--- src/rtl/core/uwp_pkg.sv ---
// Shared types, codes and default sizes of the micro-tag way predictor.
package uwp_pkg;

  localparam int NUM_SETS_DEFAULT = 64;
  localparam int ASSOC_DEFAULT    = 8;
  localparam int MTAG_W_DEFAULT   = 8;

  localparam int SET_INDEX_W = 6;
  localparam int LINE_TAG_W  = 40;
  localparam int WAY_FIELD_W = 3;
  localparam int SET_INDEX_N = 2 ** SET_INDEX_W;

  typedef logic [SET_INDEX_W-1:0] set_index_t;
  typedef logic [LINE_TAG_W-1:0]  line_tag_t;
  typedef logic [WAY_FIELD_W-1:0] way_t;

  typedef enum logic [0:0] {
    CMD_PREDICT = 1'b0,
    CMD_TRAIN   = 1'b1
  } cmd_t;

  typedef struct packed {
    cmd_t       cmd;
    set_index_t set_index;
    line_tag_t  line_tag;
    logic       pred_found;
    way_t       pred_way;
    way_t       true_way;
    logic       cache_hit;
  } in_t;

  typedef struct packed {
    logic found;
    way_t way;
  } out_t;

endpackage

--- src/rtl/core/uwp_row_update.sv ---
// Row compare and training update: lowest matching way and the corrected row.
module uwp_row_update import uwp_pkg::*; #(
  parameter int ASSOC  = ASSOC_DEFAULT,
  parameter int MTAG_W = MTAG_W_DEFAULT
) (
  input  in_t                                 item,
  input  logic [ASSOC-1:0]                    row_valid,
  input  logic [ASSOC-1:0][MTAG_W-1:0]        row_tags,
  output out_t                                res,
  output logic [ASSOC-1:0]                    new_valid,
  output logic [ASSOC-1:0][MTAG_W-1:0]        new_tags
);

  localparam int WAY_W = (ASSOC > 1) ? $clog2(ASSOC) : 1;

  logic [MTAG_W-1:0] utag;
  logic [ASSOC-1:0]  match;

  assign utag = item.line_tag[MTAG_W-1:0] ^ item.line_tag[2*MTAG_W-1:MTAG_W];

  always_comb begin
    for (int i = 0; i < ASSOC; i++) begin
      match[i] = row_valid[i] && (row_tags[i] == utag);
    end
  end

  always_comb begin
    res.found = 1'b0;
    res.way   = '0;
    for (int i = ASSOC - 1; i >= 0; i--) begin
      if (match[i]) begin
        res.found = 1'b1;
        res.way   = way_t'(i);
      end
    end
  end

  always_comb begin
    logic             pw_ok;
    logic             aw_ok;
    logic             mispredict;
    logic [WAY_W-1:0] pw;
    logic [WAY_W-1:0] aw;
    pw_ok      = int'(item.pred_way) < ASSOC;
    aw_ok      = int'(item.true_way) < ASSOC;
    pw         = WAY_W'(item.pred_way);
    aw         = WAY_W'(item.true_way);
    mispredict = item.pred_found && (item.pred_way != item.true_way);
    new_valid  = row_valid;
    new_tags   = row_tags;
    if (mispredict && pw_ok) begin
      new_valid[pw] = 1'b0;
    end
    if ((!item.pred_found || mispredict) && item.cache_hit && aw_ok) begin
      new_valid[aw] = 1'b1;
      new_tags[aw]  = utag;
    end
  end

endmodule

--- config.mk ---
export PLATFORM = sky130hd
export DESIGN_NAME = uwp_row_update
export DESIGN_NICKNAME = d
export VERILOG_FILES = /design/src/rtl/core/uwp_pkg.sv /design/src/rtl/core/uwp_row_update.sv
export SDC_FILE = /design/constraint.sdc
export NUM_CORES = 1
export LEC_CHECK = 0
export BUFFER_PORTS_ARGS = -buffer_cell sky130_fd_sc_hd__buf_4
export CORE_AREA = 2 2 78 80
export DETAILED_ROUTE_END_ITERATION = 6
export DIE_AREA = 0 0 80 82
export PLACE_DENSITY = 0.95
export RECOVER_POWER = 50
export SLEW_MARGIN = 10
export SYNTH_ARGS = -nofsm -noshare
export SYNTH_HDL_FRONTEND = slang
export SYNTH_SLANG_ARGS = --single-unit
--- constraint.sdc ---
create_clock -name vclk -period 2.9
set_input_delay 0.29 -clock vclk [all_inputs]
set_output_delay 0.29 -clock vclk [all_outputs]
set_load 0.05 [all_outputs]
; ---- Yosys cells after proc, flatten, opt, wreduce, memory -nomap -nowiden
; Index checks and enable logic that the tools add are counted.
[op_classes]
bitwise = 4
n_lt_le_gt_ge = 4
reduce_logical = 14
muxes = 18
eq_ne = 9
[ops]
columns = op, n
row1 = $bwmux W64, 1
row2 = $eq A8 B8 Y1, 8
row3 = $mux W64, 1
row4 = $mux W4, 8
row5 = $demux W8 S3, 1
row6 = $mux W8, 3
row7 = $logic_and A1 B1 Y1, 12
row8 = $and A8 B8 Y8, 1
row9 = $lt A3 B4 Y1 const B, 2
row10 = $not A8 Y8, 1
row11 = $or A8 B8 Y8, 1
row12 = $xor A8 B8 Y8, 1
row13 = $demux W1 S3, 2
row14 = $ge A3 B1 Y1 const B, 2
row15 = $ne A3 B3 Y1, 1
row16 = $mux W1, 2
row17 = $logic_not A1 Y1, 1
row18 = $logic_or A1 B1 Y1, 1
[totals]
regBits = 0
word_cells = 49
out_inout_bits = 76
inputBits = 127

; ---- Depth between registers and ports, before layout
; Gate-level depths: netlist of run 1.
[depth]
word_depth = 11
depth_mapped = 8
ltp_nobuf = 6

; ---- Least setup slack after synthesis of run 1
; No wires, ideal clock.
[synth_timing]
path_kind = input port to output port
startpoint = in item[14] in the netlist's numbering
endpoint = out res[1] in the netlist's numbering
arrival_ns = 2.742
cell_stages = 7
path_slack_ns = -0.132
required_ns = 2.610
cell_sequence = buf_2 -> xnor2_1 -> buf_2 -> xnor2_1 -> nor4_1 -> o21ai_0 -> a211oi_1
[synth_lines]
columns = element, line_no
row1 = "start, declared", uwp_row_update.sv:6  ; input in_t item,
row2 = "end, declared", uwp_row_update.sv:9  ; output out_t res,

==> results of run 1 <==
[area by class of cell]
cell class / instances / area (µm²)
Tap cell: 75 / 93.8
Inverter: 1 / 3.75
Multi-Input combinational cell: 284 / 2360
Fill cell: 497 / 1980
Timing Repair Buffer: 190 / 1310
[synth_stat cells, types with 2 or more instances]
cell      count  area (µm²)
nor4_1        5        31.3
nor4b_1       3        26.3
o31ai_1       2        15.0
buf_2        18        90.1
xor2_1        2        17.5
nand2_1      46         173
buf_6         4        45.0
nor3b_2       2        25.0
a21oi_1      32         160
xnor2_1      30         263
xnor3_1      35         788
nand4_1       7        43.8
nor2b_1       3        18.8
nand2b_1      6        37.5
nand3_1       7        35.0
xnor3_4       6         158
clkbuf_1      4        15.0
nand3b_1      4        30.0
o21ai_0      41         205
nor2_1       36         135
a211oi_1      2        15.0
nand4b_1      2        17.5
[power breakdown]
part           switching, mW  total (mW)  internal, mW
logic                  0.554       0.958         0.404
registers                  0           0             0
clock network              0           0             0
total                  0.554       0.958         0.404
[through the flow]
step / setup WS [ns] / instance area, µm² / hold slack [ns]
finish: 0.307 / 3770 / 0.962
global route: 0.134 / 3770 / 0.978
CTS: 0.315 / 3890 / 0.962
detailed placement: 0.336 / 3890 / 0.964
global placement: 0.443 / 3890 / 0.959
floorplan: 0.158 / 2530 / 0.858
[critical path, stage by stage]
cell and delay [ns]:
buf_4 0.15, xnor2_1 0.15, a41oi_2 0.32, nand2b_1 0.20, nor2_1 0.14, clkbuf_2 0.33
nor2_1 0.07, a21oi_1 0.15, buf_1 0.49
[worst paths after layout]
kind	startpoint	endpoint	slack, ns
max	item[2]	new_tags[53]	0.31
min	row_tags[13]	new_tags[13]	0.96
[layer usage]
metal | share of wire [%] | global-route usage, % | vias to the layer above
met5 | 0 | 0 | -
met4 | 1.2 | 3.56 | 0
met3 | 9.2 | 1.98 | 8
met2 | 51 | 53.3 | 155
met1 | 38 | 35.8 | 1408
li1 | - | - | 1430
[cells by family after synthesis]
group                     after synthesis  synth area share [%]
and+or+nand+nor                       127                  25.5
buffers and inverters                  29                  6.58
AOI/OAI and AO/OA                      82                  17.8
xor gates and xnor gates               75                  50.2
==> flow_metrics.py, run 1 <==
metrics = {
    "job": {
        "cap_violations": 0,
    },
    "logic_synthesis": {
        "synth_warnings": 0,
        "syn-instance-count": 313,
        "yosysSeqAreaShare_pct": 0,
        "netlist-cell-type-count": 38,
        "synth_fp_nets": 440,
        "syn_area_mm2": 0.00253,
        "avgSynthCellArea_um2": 8.08,
    },
    "clocking": {
        "cts_hold_buf": 0,
        "cts_resized": 0,
        "cts_setup_buffers": 0,
    },
    "final_layout": {
        "final.clkbuf_count": 0,
        "drive_above_1_share_pct": 37.9,
        "nets": 604,
        "register_area_um2": 0,
        "final_common_cell": "buf_4",
        "area_growth_pct": 49.0,
        "mostFrequentLayoutCells": "157 x buf_4, 46 x nand2_1, 41 x o21ai_0",
        "antenna_cells": 0,
        "final_core_util_pct": 65.6,
        "nFlopsAndLatches": 0,
        "final_cell_count_no_fill": 550,
    },
    "setup_path": {
        "crit_path_start_kind": "input port",
        "worst_ep_arrival_time_ns": 2.30,
        "worstSetupPathType": "input port to primary output",
        "crit_required_ns": 2.61,
        "end_kind": "primary output",
        "cp_max_fo": 16,
    },
    "global_route": {
        "grt_pass1_vias": 2872,
        "grt_util_all_layers_pct": 28.1,
        "overflow": 0,
        "grt_pass1_wl_mm": 14.3,
        "antenna_found_initial": 0,
        "grt_max_degree": 18,
    },
    "die": {
        "coreArea_mm2": 0.00575,
        "dieWidth_um": 80,
        "io_pins": 203,
        "core.rowCount": 28,
        "initial_core_util_pct": 44.0,
        "die_h_um": 82,
        "die_area_mm2": 0.00656,
    },
    "detailed_routing": {
        "drc": 0,
        "initialDrtViolationCount": 167,
        "post_drt_wl_per_cell_um": 17.5,
        "vias": 3001,
        "viasPerCell": 5.46,
        "drtPass1Iterations": 4,
        "routed_wl_mm": 9.60,
        "detail-route-antenna-nets": 0,
    },
    "timing": {
        "slew_headroom_pct": 56.6,
        "hold_violations": 0,
        "slew_violations": 0,
        "period_needed_ns": 2.59,
        "finalCritPeriodShare_pct": 89.4,
        "final-setup-viol-count": 0,
        "rsz0062_at_grt": "no",
        "worstMarginPinSlew_ns": 0.649,
        "max_freq_ghz": 0.386,
        "setup-tns-final_ns": 0,
    },
    "place": {
        "dp.cells": 550,
        "dp_hpwl_mm": 8.01,
        "routabilityCongestion": 0.891,
        "port-buffer-count": 172,
    },
    "min_path": {
        "hold_path_class": "input port to primary output",
        "hold_path_depth": 4,
    },
    "power_and_ir_drop": {
        "power_density_mw_per_mm2": 254,
        "power_mw": 0.958,
        "peakVddDrop_mv": 0.148,
        "leakagePower_nw": 1.99,
    },
    "status": {
        "outcome": "complete, no violations",
    },
}
Note: power is estimated with default switching activity, not from simulation.
==> run 2, diff against run 1 <==
--- a/config.mk
+++ b/config.mk
@@ -9,7 +9,7 @@
 export CORE_AREA = 2 2 78 80
 export DETAILED_ROUTE_END_ITERATION = 6
 export DIE_AREA = 0 0 80 82
-export PLACE_DENSITY = 0.95
+export PLACE_DENSITY_LB_ADDON = 0.08
 export RECOVER_POWER = 50
 export SLEW_MARGIN = 10
 export SYNTH_ARGS = -nofsm -noshare
==> flow_metrics.py, run 2 (synthesized netlist as in run 1, its figures left out) <==
metrics = {
    "status": {
        "outcome": "complete, no violations",
    },
    "detailed_routing": {
        "detail-route-antenna-nets": 0,
        "drc": 0,
        "viasPerCell": 5.19,
        "post_drt_wl_per_cell_um": 16.6,
        "initialDrtViolationCount": 140,
        "routed_wl_mm": 9.15,
        "vias": 2856,
        "drtPass1Iterations": 6,
    },
    "setup_path": {
        "path_cells": "buf_4, xnor2_1, a41oi_1, nand4_1, o21ai_0, clkbuf_1",
        "crit_required_ns": 2.61,
        "crit_path_start_kind": "input port",
        "slowest_stage": "clkbuf_1",
        "worst_ep_arrival_time_ns": 2.34,
        "end_kind": "primary output",
        "cp_max_fo": 10,
        "worstSetupPathType": "input port to primary output",
        "critPathMaxStageDelay_ns": 0.50,
    },
    "final_layout": {
        "fillers": 521,
        "nets": 604,
        "final.clkbuf_count": 0,
        "final_common_cell": "buf_4",
        "register_area_um2": 0,
        "drive_above_1_share_pct": 41.5,
        "nFlopsAndLatches": 0,
        "antenna_cells": 0,
        "mostFrequentLayoutCells": "153 x buf_4, 46 x nand2_1, 41 x o21ai_0",
        "final_core_util_pct": 65.8,
        "area_growth_pct": 49.5,
        "stdcell_area_mm2": 0.00378,
    },
    "timing": {
        "slew_headroom_pct": 50.2,
        "worstMarginPinSlew_ns": 0.747,
        "fin_ws_ns": 0.267,
        "finalCritPeriodShare_pct": 90.8,
        "final-setup-viol-count": 0,
        "hold_violations": 0,
        "setup-tns-final_ns": 0,
        "slew_violations": 0,
        "rsz0062_at_grt": "no",
        "max_freq_ghz": 0.380,
        "period_needed_ns": 2.63,
    },
    "power_and_ir_drop": {
        "p_int_mw": 0.406,
        "combPwrFrac_pct": 100.0,
        "p_seq_share_pct": 0,
        "clkPwrFrac_pct": 0,
        "peakVddDrop_mv": 0.134,
        "power_density_mw_per_mm2": 252,
        "switchingPower_mw": 0.547,
        "switching_share_pct": 57.4,
        "leakagePower_nw": 2.03,
    },
    "global_route": {
        "overflow": 0,
        "grt_util_all_layers_pct": 26.7,
        "grt_pass1_vias": 2618,
        "antenna_found_initial": 0,
        "grt_pass1_wl_mm": 13.4,
        "grt_max_degree": 18,
    },
    "place": {
        "dp_hpwl_mm": 7.63,
        "routabilityCongestion": 0.906,
        "post-place-ws_ns": 0.320,
        "placed_area_mm2": 0.00389,
        "port-buffer-count": 172,
    },
    "die": {
        "die_h_um": 82,
        "io_pins": 203,
        "core.rowCount": 28,
        "initial_core_util_pct": 44.0,
        "coreArea_mm2": 0.00575,
        "dieWidth_um": 80,
        "die_area_mm2": 0.00656,
    },
    "job": {
        "cap_violations": 0,
    },
    "min_path": {
        "hold_path_class": "input port to primary output",
    },
    "clocking": {
        "cts_resized": 0,
        "cts_setup_buffers": 0,
        "cts_hold_buf": 0,
    },
}
==> run 2: power by group through the flow <==
stage	clock network, mW	logic [mW]	registers, mW
after global placement	0	0.967	0
after global routing	0	1.01	0
after CTS	0	0.980	0
after floorplan	0	0.654	0
after detailed placement	0	0.977	0
final	0	0.953	0
==> run 2: cell type report <==
class	count	area [µm²]	area share, %
inverter	1	3.75	0.0993
multi-input combinational	284	2360	62.4
tap	75	93.8	2.48
timing repair buffer	190	1320	35.0
==> run 2: worst paths after layout <==
check | end | slack [ns] | from | cells after the start
worst max-delay path | new_tags[59] | 0.27 | item[3] | 6
worst min-delay path | new_tags[40] | 0.96 | row_tags[40] | 4
==> run 2: stage by stage <==
step           power [mW]  hold slack, ns  std cells
2_1_floorplan       0.654           0.858        313
3_3_place_gp        0.967           0.958        550
3_5_place_dp        0.977           0.959        550
4_1_cts             0.980           0.961        550
5_1_grt              1.01           0.968        550
6_report            0.953           0.958        550
==> run 2: critical path, delay by kind of cell <==
kind                   cells  cell delay [ns]
AO/OA/AOI/OAI              2             0.76
buffers and inverters      2             0.65
AND/OR/NAND/NOR            1             0.48
XOR/XNOR                   1             0.15
==> run 2: layer usage <==
metal,global-route usage (%),up-vias,share of wire (%)
met3,2.86,10,8.4
met1,35.7,1289,41
met5,0,-,0
li1,-,1423,-
met4,2.37,0,0.96
met2,48.4,134,50
